===== src/wsts_pkg.sv =====
// ----------------------------------------------------------------------------
// wsts_pkg
// Shared types, sizes and tables of the smoothstep texture sampler: texture
// geometry, bank layout, queue word format and the smoothstep lookup table.
// ----------------------------------------------------------------------------
`default_nettype none

package wsts_pkg;

  // texture geometry, power-of-two sizes of at least 4 texels per axis
  localparam int TEX_W_BITS = 8;
  localparam int TEX_H_BITS = 8;
  localparam int TEX_WIDTH  = 1 << TEX_W_BITS;
  localparam int TEX_HEIGHT = 1 << TEX_H_BITS;

  // coordinate format
  localparam int COORD_W   = 24;
  localparam int FRAC_BITS = 8;

  // four banks by column and row parity, one texel of each quad per bank
  localparam int NUM_BANKS   = 4;
  localparam int BANK_SEL_W  = 2;
  localparam int BANK_COL_W  = TEX_W_BITS - 1;
  localparam int BANK_ROW_W  = TEX_H_BITS - 1;
  localparam int BANK_AW     = BANK_COL_W + BANK_ROW_W;
  localparam int BANK_DEPTH  = 1 << BANK_AW;

  // arithmetic widths
  localparam int SS_W     = 25;                 // smoothstep weight, Q0.24 up to 1.0
  localparam int WGT_W    = 2 * SS_W - 1;       // product of two weights, Q0.48 up to 1.0
  localparam int PROD_W   = WGT_W + 8;          // weight times texel
  localparam int SUM_W    = PROD_W + 2;         // sum of four
  localparam int DIV_SHIFT = 32;
  localparam int T_W      = 24;                 // sum >> 32 stays below 2^24
  localparam int RCP_W    = 25;
  localparam int QM_W     = T_W + RCP_W;
  localparam int Q_W      = 17;                 // quotient up to 65536
  localparam int R_W      = 25;
  localparam int H_W      = 18;

  localparam int TEX_MAX = 255;

  localparam logic [SS_W-1:0]  ONE_Q24   = SS_W'(1) << 24;
  localparam logic [SUM_W-1:0] ROUND_ADD = SUM_W'(TEX_MAX) << 31;
  // floor(2^32 / 255), quotient is exact or one low
  localparam logic [RCP_W-1:0] RECIP_255 = RCP_W'(32'h0101_0101);

  localparam logic [15:0] FOLD_RESET = 16'd62259;

  // queue depth between classifier and datapath
  localparam int Q_DEPTH = 4;
  localparam int Q_AW    = 2;
  localparam int Q_CW    = 3;

  // smoothstep of (256 - f) / 256 in Q0.24, one entry per fraction
  typedef logic [255:0][SS_W-1:0] sstep_tab_t;

  function automatic sstep_tab_t build_sstep();
    sstep_tab_t tab;
    int d;
    for (int f = 0; f < 256; f++) begin
      d = 256 - f;
      tab[f] = SS_W'(d * d * (768 - 2 * d));
    end
    return tab;
  endfunction

  localparam sstep_tab_t SSTEP_TAB = build_sstep();

  // one word of the queue: a texel write or a classified sample
  typedef struct packed {
    logic                                is_wr;
    logic                                wr_ok;
    logic [BANK_SEL_W-1:0]               wr_bank;
    logic [BANK_AW-1:0]                  wr_addr;
    logic [7:0]                          wr_data;
    logic [NUM_BANKS-1:0][BANK_AW-1:0]   rd_addr;
    logic                                px;
    logic                                py;
    logic [SS_W-1:0]                     sx;
    logic [SS_W-1:0]                     sy;
  } q_entry_t;

endpackage

`default_nettype wire


===== src/wsts_fifo.sv =====
// ----------------------------------------------------------------------------
// wsts_fifo
// Short queue that decouples the classifier from the texture datapath so
// each side can stall on its own.
// ----------------------------------------------------------------------------
`default_nettype none

module wsts_fifo (
  input  wire logic               clk,
  input  wire logic               rst_n,
  input  wire logic               push,
  input  wire wsts_pkg::q_entry_t push_entry,
  output logic                    push_ready,
  input  wire logic               pop,
  output logic                    pop_valid,
  output wsts_pkg::q_entry_t      pop_entry
);

  wsts_pkg::q_entry_t               entries_r [wsts_pkg::Q_DEPTH];
  logic [wsts_pkg::Q_AW-1:0]        wr_ptr_r;
  logic [wsts_pkg::Q_AW-1:0]        wr_ptr_nxt;
  logic [wsts_pkg::Q_AW-1:0]        rd_ptr_r;
  logic [wsts_pkg::Q_AW-1:0]        rd_ptr_nxt;
  logic [wsts_pkg::Q_CW-1:0]        count_r;
  logic [wsts_pkg::Q_CW-1:0]        count_nxt;
  logic                             do_push;
  logic                             do_pop;

  assign push_ready = (count_r != wsts_pkg::Q_CW'(wsts_pkg::Q_DEPTH));
  assign pop_valid  = (count_r != '0);
  assign pop_entry  = entries_r[rd_ptr_r];

  assign do_push = push && push_ready;
  assign do_pop  = pop && pop_valid;

  // pointer and fill count
  always_comb begin
    wr_ptr_nxt = do_push ? wr_ptr_r + wsts_pkg::Q_AW'(1) : wr_ptr_r;
    rd_ptr_nxt = do_pop  ? rd_ptr_r + wsts_pkg::Q_AW'(1) : rd_ptr_r;
    count_nxt  = count_r + wsts_pkg::Q_CW'(do_push) - wsts_pkg::Q_CW'(do_pop);
  end

  always_ff @(posedge clk) begin
    if (!rst_n) begin
      wr_ptr_r <= '0;
      rd_ptr_r <= '0;
      count_r  <= '0;
    end else begin
      wr_ptr_r <= wr_ptr_nxt;
      rd_ptr_r <= rd_ptr_nxt;
      count_r  <= count_nxt;
    end
  end

  // storage words
  always_ff @(posedge clk) begin
    if (do_push) begin
      entries_r[wr_ptr_r] <= push_entry;
    end
  end

endmodule

`default_nettype wire


===== config.mk =====
export PLATFORM = sky130hd
export DESIGN_NAME = wsts_fifo
export DESIGN_NICKNAME = d
export VERILOG_FILES = /design/src/wsts_pkg.sv /design/src/wsts_fifo.sv
export SDC_FILE = /design/constraint.sdc
export NUM_CORES = 1
export LEC_CHECK = 0
export BUFFER_PORTS_ARGS = -buffer_cell sky130_fd_sc_hd__buf_2
export CORE_UTILIZATION = 45
export DETAILED_ROUTE_END_ITERATION = 10
export HOLD_SLACK_MARGIN = 0.1
export SLEW_MARGIN = 20
export SYNTH_ARGS = -nofsm -noshare
export SYNTH_HDL_FRONTEND = slang
export SYNTH_SLANG_ARGS = --single-unit
export TNS_END_PERCENT = 5

===== constraint.sdc =====
create_clock -name clk -period 13.8 [get_ports clk]
set_clock_uncertainty 0.15 [all_clocks]
set_input_delay 2.07 -clock clk [delete_from_list [all_inputs] [get_ports clk]]
set_output_delay 2.07 -clock clk [all_outputs]
set_load 0.03 [all_outputs]

After elaboration in Yosys (flattened, before gate mapping)
Memories as Yosys holds them, arrays and structs flattened. A register that Yosys moved wholly into a read port is not among the register bits.
Index checks and enable logic that the tools add are counted.
- flip-flop bits (word level): 7
- RAM bits: 536
- input port bits: 138
- output and inout port bits: 136
- logic and storage cells: 16
- memories: 1
- memory list (memory ; words ; width ; rd ports ; clocked after Yosys merged registers in ; wr ports ; RTL line ; source):
    entries_r ; 4 ; 134 ; 1 ; 1 ; 1 ; wsts_fifo.sv:19 ; wsts_pkg::q_entry_t entries_r [wsts_pkg::Q_DEPTH];
- add/subtract/negate cells: 4
- equal/unequal tests: 1
- multiplexer cells: 4
- reduce and logical (&&, ||, !) cells: 3
- operators with widths (cell ; number):
    adder 2 x 1 -> 2 bit (second input constant) ; 2
    two-way mux 2 bit ; 2
    adder 3 x 1 -> 3 bit ; 1
    != test 3 bit (second input constant) ; 1
    nonzero test 3 bit ; 1
    subtractor 3 x 1 -> 3 bit ; 1
    logical AND 1 bit ; 2
    two-way mux 1 bit ; 2

Logic depth before layout (Yosys ltp)
- depth in word-level cells: 4
- mapped depth: 11
- gate-level depth less buffers: 11

Worst setup path before layout
OpenSTA, ideal clock, no wires.
- kind: input port to flip-flop
- start point: input push
- end point: memory entries_r[0][0] (netlist name), enable pin
- setup time: 509 ps
- data arrival time: 5578 ps
- data required time: 13141 ps
- slack: 7563 ps
- stages on the path: 2
- path buffers: 0
- cells stage by stage: a21boi_1 and2_1
- word-level cells in the longest chain between the ends: 3
- RTL lines (element ; RTL line ; source):
    from (decl) ; wsts_fifo.sv:11 ; input wire logic push,
    logical AND 1 bit ; wsts_fifo.sv:33 ; assign do_push = push && push_ready;
    two-way mux 1 bit ; wsts_fifo.sv:57 ; if (do_push) begin
    two-way mux 1 bit (not written as such) ; wsts_fifo.sv:58 ; entries_r[wr_ptr_r] <= push_entry;
    to (decl) ; wsts_fifo.sv:19 ;
No other way between the ends.

==> results <==
- The run finished with clean final reports.
- The multi-input combinational cells in the finished layout cover a total of approximately 0.0033 mm2.
- After detailed routing, the average wire length per cell comes to between 20 and 25 um.
- VDD sags by at most ~0.14 mV.
- Wire segments on met2 add up to about 18000 um in the final route.
- The die covers ~0.045 mm2.
- Setup repair after global routing left no endpoint under its margin.
- The synthesized netlist devotes less than 1% of its cell area to simple gates.
- The area of the core region is roughly 0.043 mm2.
- The highest net fanout along the worst path is between 40 and 50.
- The fraction of the mapped netlist area in adder cells is less than 1%.
- The share of post-route cells with drive strength above 1 is between 40% and 50%.
- In the final routing, the length of wire on met1 measures about 17000 um.
- The number of buffers added on ports is between 200 and 300.
- After synthesis, flip-flops and latches occupy approximately 80% of the total area.
- Post-CTS timing repair inserted 0 buffers for setup.
- The number of antenna violations at the first check in global routing is 10.
- The signal on the critical path passes through buf_4 > buf_4 > mux4_2 > buf_2.
- The maximum number of pins on one net before global-route repair is 71.
- CTS placed an instance of sky130_fd_sc_hd__clkbuf_16 at the clock tree root.
- Of the total synthesized cell area, the portion taken by XOR and XNOR cells is less than 1%.
- The CTS tree is built.
- The largest single stage delay on the critical path is approximately 0.85 ns.
- The most prevalent standard cell on the critical path is sky130_fd_sc_hd__buf_4.
- For this run, the total global-route usage over all layers was measured as about 17%.
- The worst-case headroom to the max-slew limit is around 30%.
- In the final timing run, aggregate negative setup slack is 0 ns.
- The synthesized cell area is 0.0198 mm2.
- The congestion estimate from routability-driven global placement came to around 0.75.
- The portion of the clock cycle consumed by the worst path in the final layout is 42.8%.
- The data arrival time of the worst path is about 3.7 ns.
- Across the whole layout, storage elements account for 0.0163 mm2.
- The worst setup path is captured at a primary output.
- The fmax is ~0.17 GHz.
- Synthesis produced a netlist with a net count of roughly 900.
- The number of standard-cell rows in the floorplan is 76.
- After legalization and detailed placement, the total HPWL measured 23400 um.
- A synthesized cell averages about 26 um2.
- STA puts the critical path data required time at roughly 12 ns.
- In this run the power density over the cells is about 200 mW/mm2.
- The number of max-cap violations is 0.
- The library cells used most frequently in the layout, excluding fill and tap cells, are 536 x sky130_fd_sc_hd__edfxtp_1, 273 x sky130_fd_sc_hd__buf_2, 134 x sky130_fd_sc_hd__mux4_2.
- The number of buffers on the longest clock path is 3.
- The die extent in y is around 210 um.
- The depth of the CTS H-tree is 2.
- The first global-routing pass estimated 56500 um of wire.
- The tree built by TritonCTS fans out to 545 sinks.
- Setup violations remaining at the end of the flow were counted as 0.
- The total overflow reported by the global router is 0.
- The post-synthesis cell count is 748.
- After synthesis, the largest family of logic cells by area is multiplexers.
- The total of flip-flops plus latches after synthesis is ~550.
- For this configuration, the core starts out at a cell density of between 40 and 50%.
- The width of the chip is between 200 and 250 um.
- The routed length on met3 is 2890 um.
- For this block, the initial DRC count from the detailed router was a little under 600.
- For the pin with the worst max-slew slack, the measured transition is 1.06 ns.
- The number of nets with antenna violations after routing is 0.
- Pin placement for this block handled 274 I/O pins.
- The total wire length is 38300 um.
- The kind of cell with the highest combined delay along the critical path is buffers and inverters.
- The uppermost signal routing layer after detailed routing is met5.
- The number of distinct library cell variants in the gate-level netlist after synthesis is 19.
- The count of hold buffers inserted by post-cts repair is 0.
- The number of gates resized after CTS was 0.
- The minimum clock period after layout is slightly below 6 ns.
- The leakage power total is just under 8 nW.
- The number of design rule violations left after detail routing is 0.
- The length of the first detailed-routing pass in iterations is 4.
- STA classifies the critical path startpoint as a flop.
- Relative to the synthesized area, the layout overhead comes to 19.0%.
- TritonCTS created 56 clock buffers.
- The post-route non-filler standard cell count is 1692.
- In this run, placement finished with an instance count of approximately 1600.
- The final-report max-slew violation count is 0.
- The complex-gate fraction of the synthesized area is less than 1%.
- The layout has around 3300 filler cells.
- The slowest stage of the critical path is the sky130_fd_sc_hd__buf_4 cell.
- Detailed routing inserted a total of between 8000 and 9000 vias.
- The total power is ~4.7 mW.
- The ratio of routed vias to standard cells is 5.21.
- After clock tree synthesis, the clock-pin slew on the worst setup and hold paths is approximately 0.06 ns.
- At the end of the flow, the number of nets in the layout was roughly 1200.
- The most common cell after layout, fill and taps aside is sky130_fd_sc_hd__edfxtp_1.
- The count of endpoints failing hold in the final timing report is 0.
- Counting both buffers and inverters, the worst setup path holds a total of 3.
- The worst setup path is of the flop to primary output kind.
- The number of global-route vias before repair is a little over 9000.
- During synthesis, Yosys emitted a total of 0 warnings.
- For the worst-skew pair, the clock arrives at the later sink with an insertion delay of ~0.59 ns.
- The proportion of synthesized area in mux cells is 15.4%.
- The worst hold path belongs to the class flop to flop.
-- worst register-to-register path, stage by stage, from the launching register on --
cell	delay, ns
sky130_fd_sc_hd__dfxtp_1	0.45
sky130_fd_sc_hd__nor2_1	0.11
sky130_fd_sc_hd__a21boi_1	0.49
sky130_fd_sc_hd__and2_4	0.71
sky130_fd_sc_hd__buf_4	0.68
sky130_fd_sc_hd__buf_4	0.67
-- metal layers --
layer / up-vias / track usage, %
met5: - / 0
met4: 14 / 5.37
met3: 74 / 5.25
met2: 242 / 26.1
met1: 4620 / 24.5
li1: 3858 / -
-- stage by stage --
step           utilization (%)  area (um2)  setup WS [ns]  hold WS [ns]
6_report                  54.5       23500           7.89         0.351
5_1_grt                   54.5       23500           7.53         0.362
4_1_cts                   54.5       23500           7.69         0.347
3_5_place_dp              50.5       21800           8.33         0.339
3_3_place_gp              50.5       21800           8.33         0.336
2_1_floorplan                -       19800           7.56         0.318
-- where the power goes --
part           internal (mW)  switching, mW  leakage, nW
Clock                  0.827          0.591        0.849
Combinational          0.422          0.739         1.98
Sequential              2.01         0.0689         4.99
Total                   3.26           1.40         7.81
-- final timing paths --
check,slack (ns),cells after the start,startpoint,end
worst max register to register,10.09,5,count_r[1],entries_r[2][122]
worst min-delay path,0.35,2,wr_ptr_r[1],wr_ptr_r[1]
worst min register to register,0.35,2,wr_ptr_r[1],wr_ptr_r[1]
worst max-delay path,7.89,4,flop,pop_entry[128]
-- area by class of cell --
class                      count  share of cell area, %
antenna                        4                 0.0425
clock buffer                  75                   6.48
clock inverter                26                  0.883
inverter                       5                 0.0798
multi-input combinational    167                   14.0
sequential                   545                   69.2
tap                          585                   3.11
timing repair buffer         285                   6.19
-- cells in the mapped netlist --
master	number	area, um2
sky130_fd_sc_hd__xnor2_1	4	35.0
sky130_fd_sc_hd__inv_1	5	18.8
sky130_fd_sc_hd__and2_1	7	43.8
sky130_fd_sc_hd__dfxtp_1	9	180
sky130_fd_sc_hd__fa_1	1	20.0
sky130_fd_sc_hd__ha_1	6	75.1
sky130_fd_sc_hd__buf_2	15	75.1
sky130_fd_sc_hd__or3_1	1	6.26
sky130_fd_sc_hd__mux2i_1	2	20.0
sky130_fd_sc_hd__buf_6	8	90.1
sky130_fd_sc_hd__clkbuf_1	8	30.0
sky130_fd_sc_hd__edfxtp_1	536	16100
sky130_fd_sc_hd__nand2_1	5	18.8
sky130_fd_sc_hd__mux4_2	134	3020
sky130_fd_sc_hd__nor2b_1	3	18.8
sky130_fd_sc_hd__a21boi_1	1	7.51
sky130_fd_sc_hd__o311ai_0	1	8.76
sky130_fd_sc_hd__nor2_1	1	3.75
sky130_fd_sc_hd__o31a_1	1	8.76
-- cells by family (layout without fill, tap and decap cells) --
| group | after synthesis | after routing |
|---|---|---|
| xor gates and xnor gates | 4 | 4 |
| adders and majority gates | 7 | 7 |
| buffers and inverters | 36 | 391 |
| DFF | 545 | 545 |
| AOI/OAI and AO/OA | 3 | 3 |
| and+or+nand+nor | 17 | 17 |
| other | 0 | 4 |
| muxes | 136 | 136 |
-- registers in the layout, indices dropped and copies added, names as in the netlist, named ones only --
| register | cells |
|---|---|
| rd_ptr_r | 2 |
| count_r | 3 |
| wr_ptr_r | 2 |
| entries_r | 536 |
No activity file was read; power rests on OpenSTA's default activity.
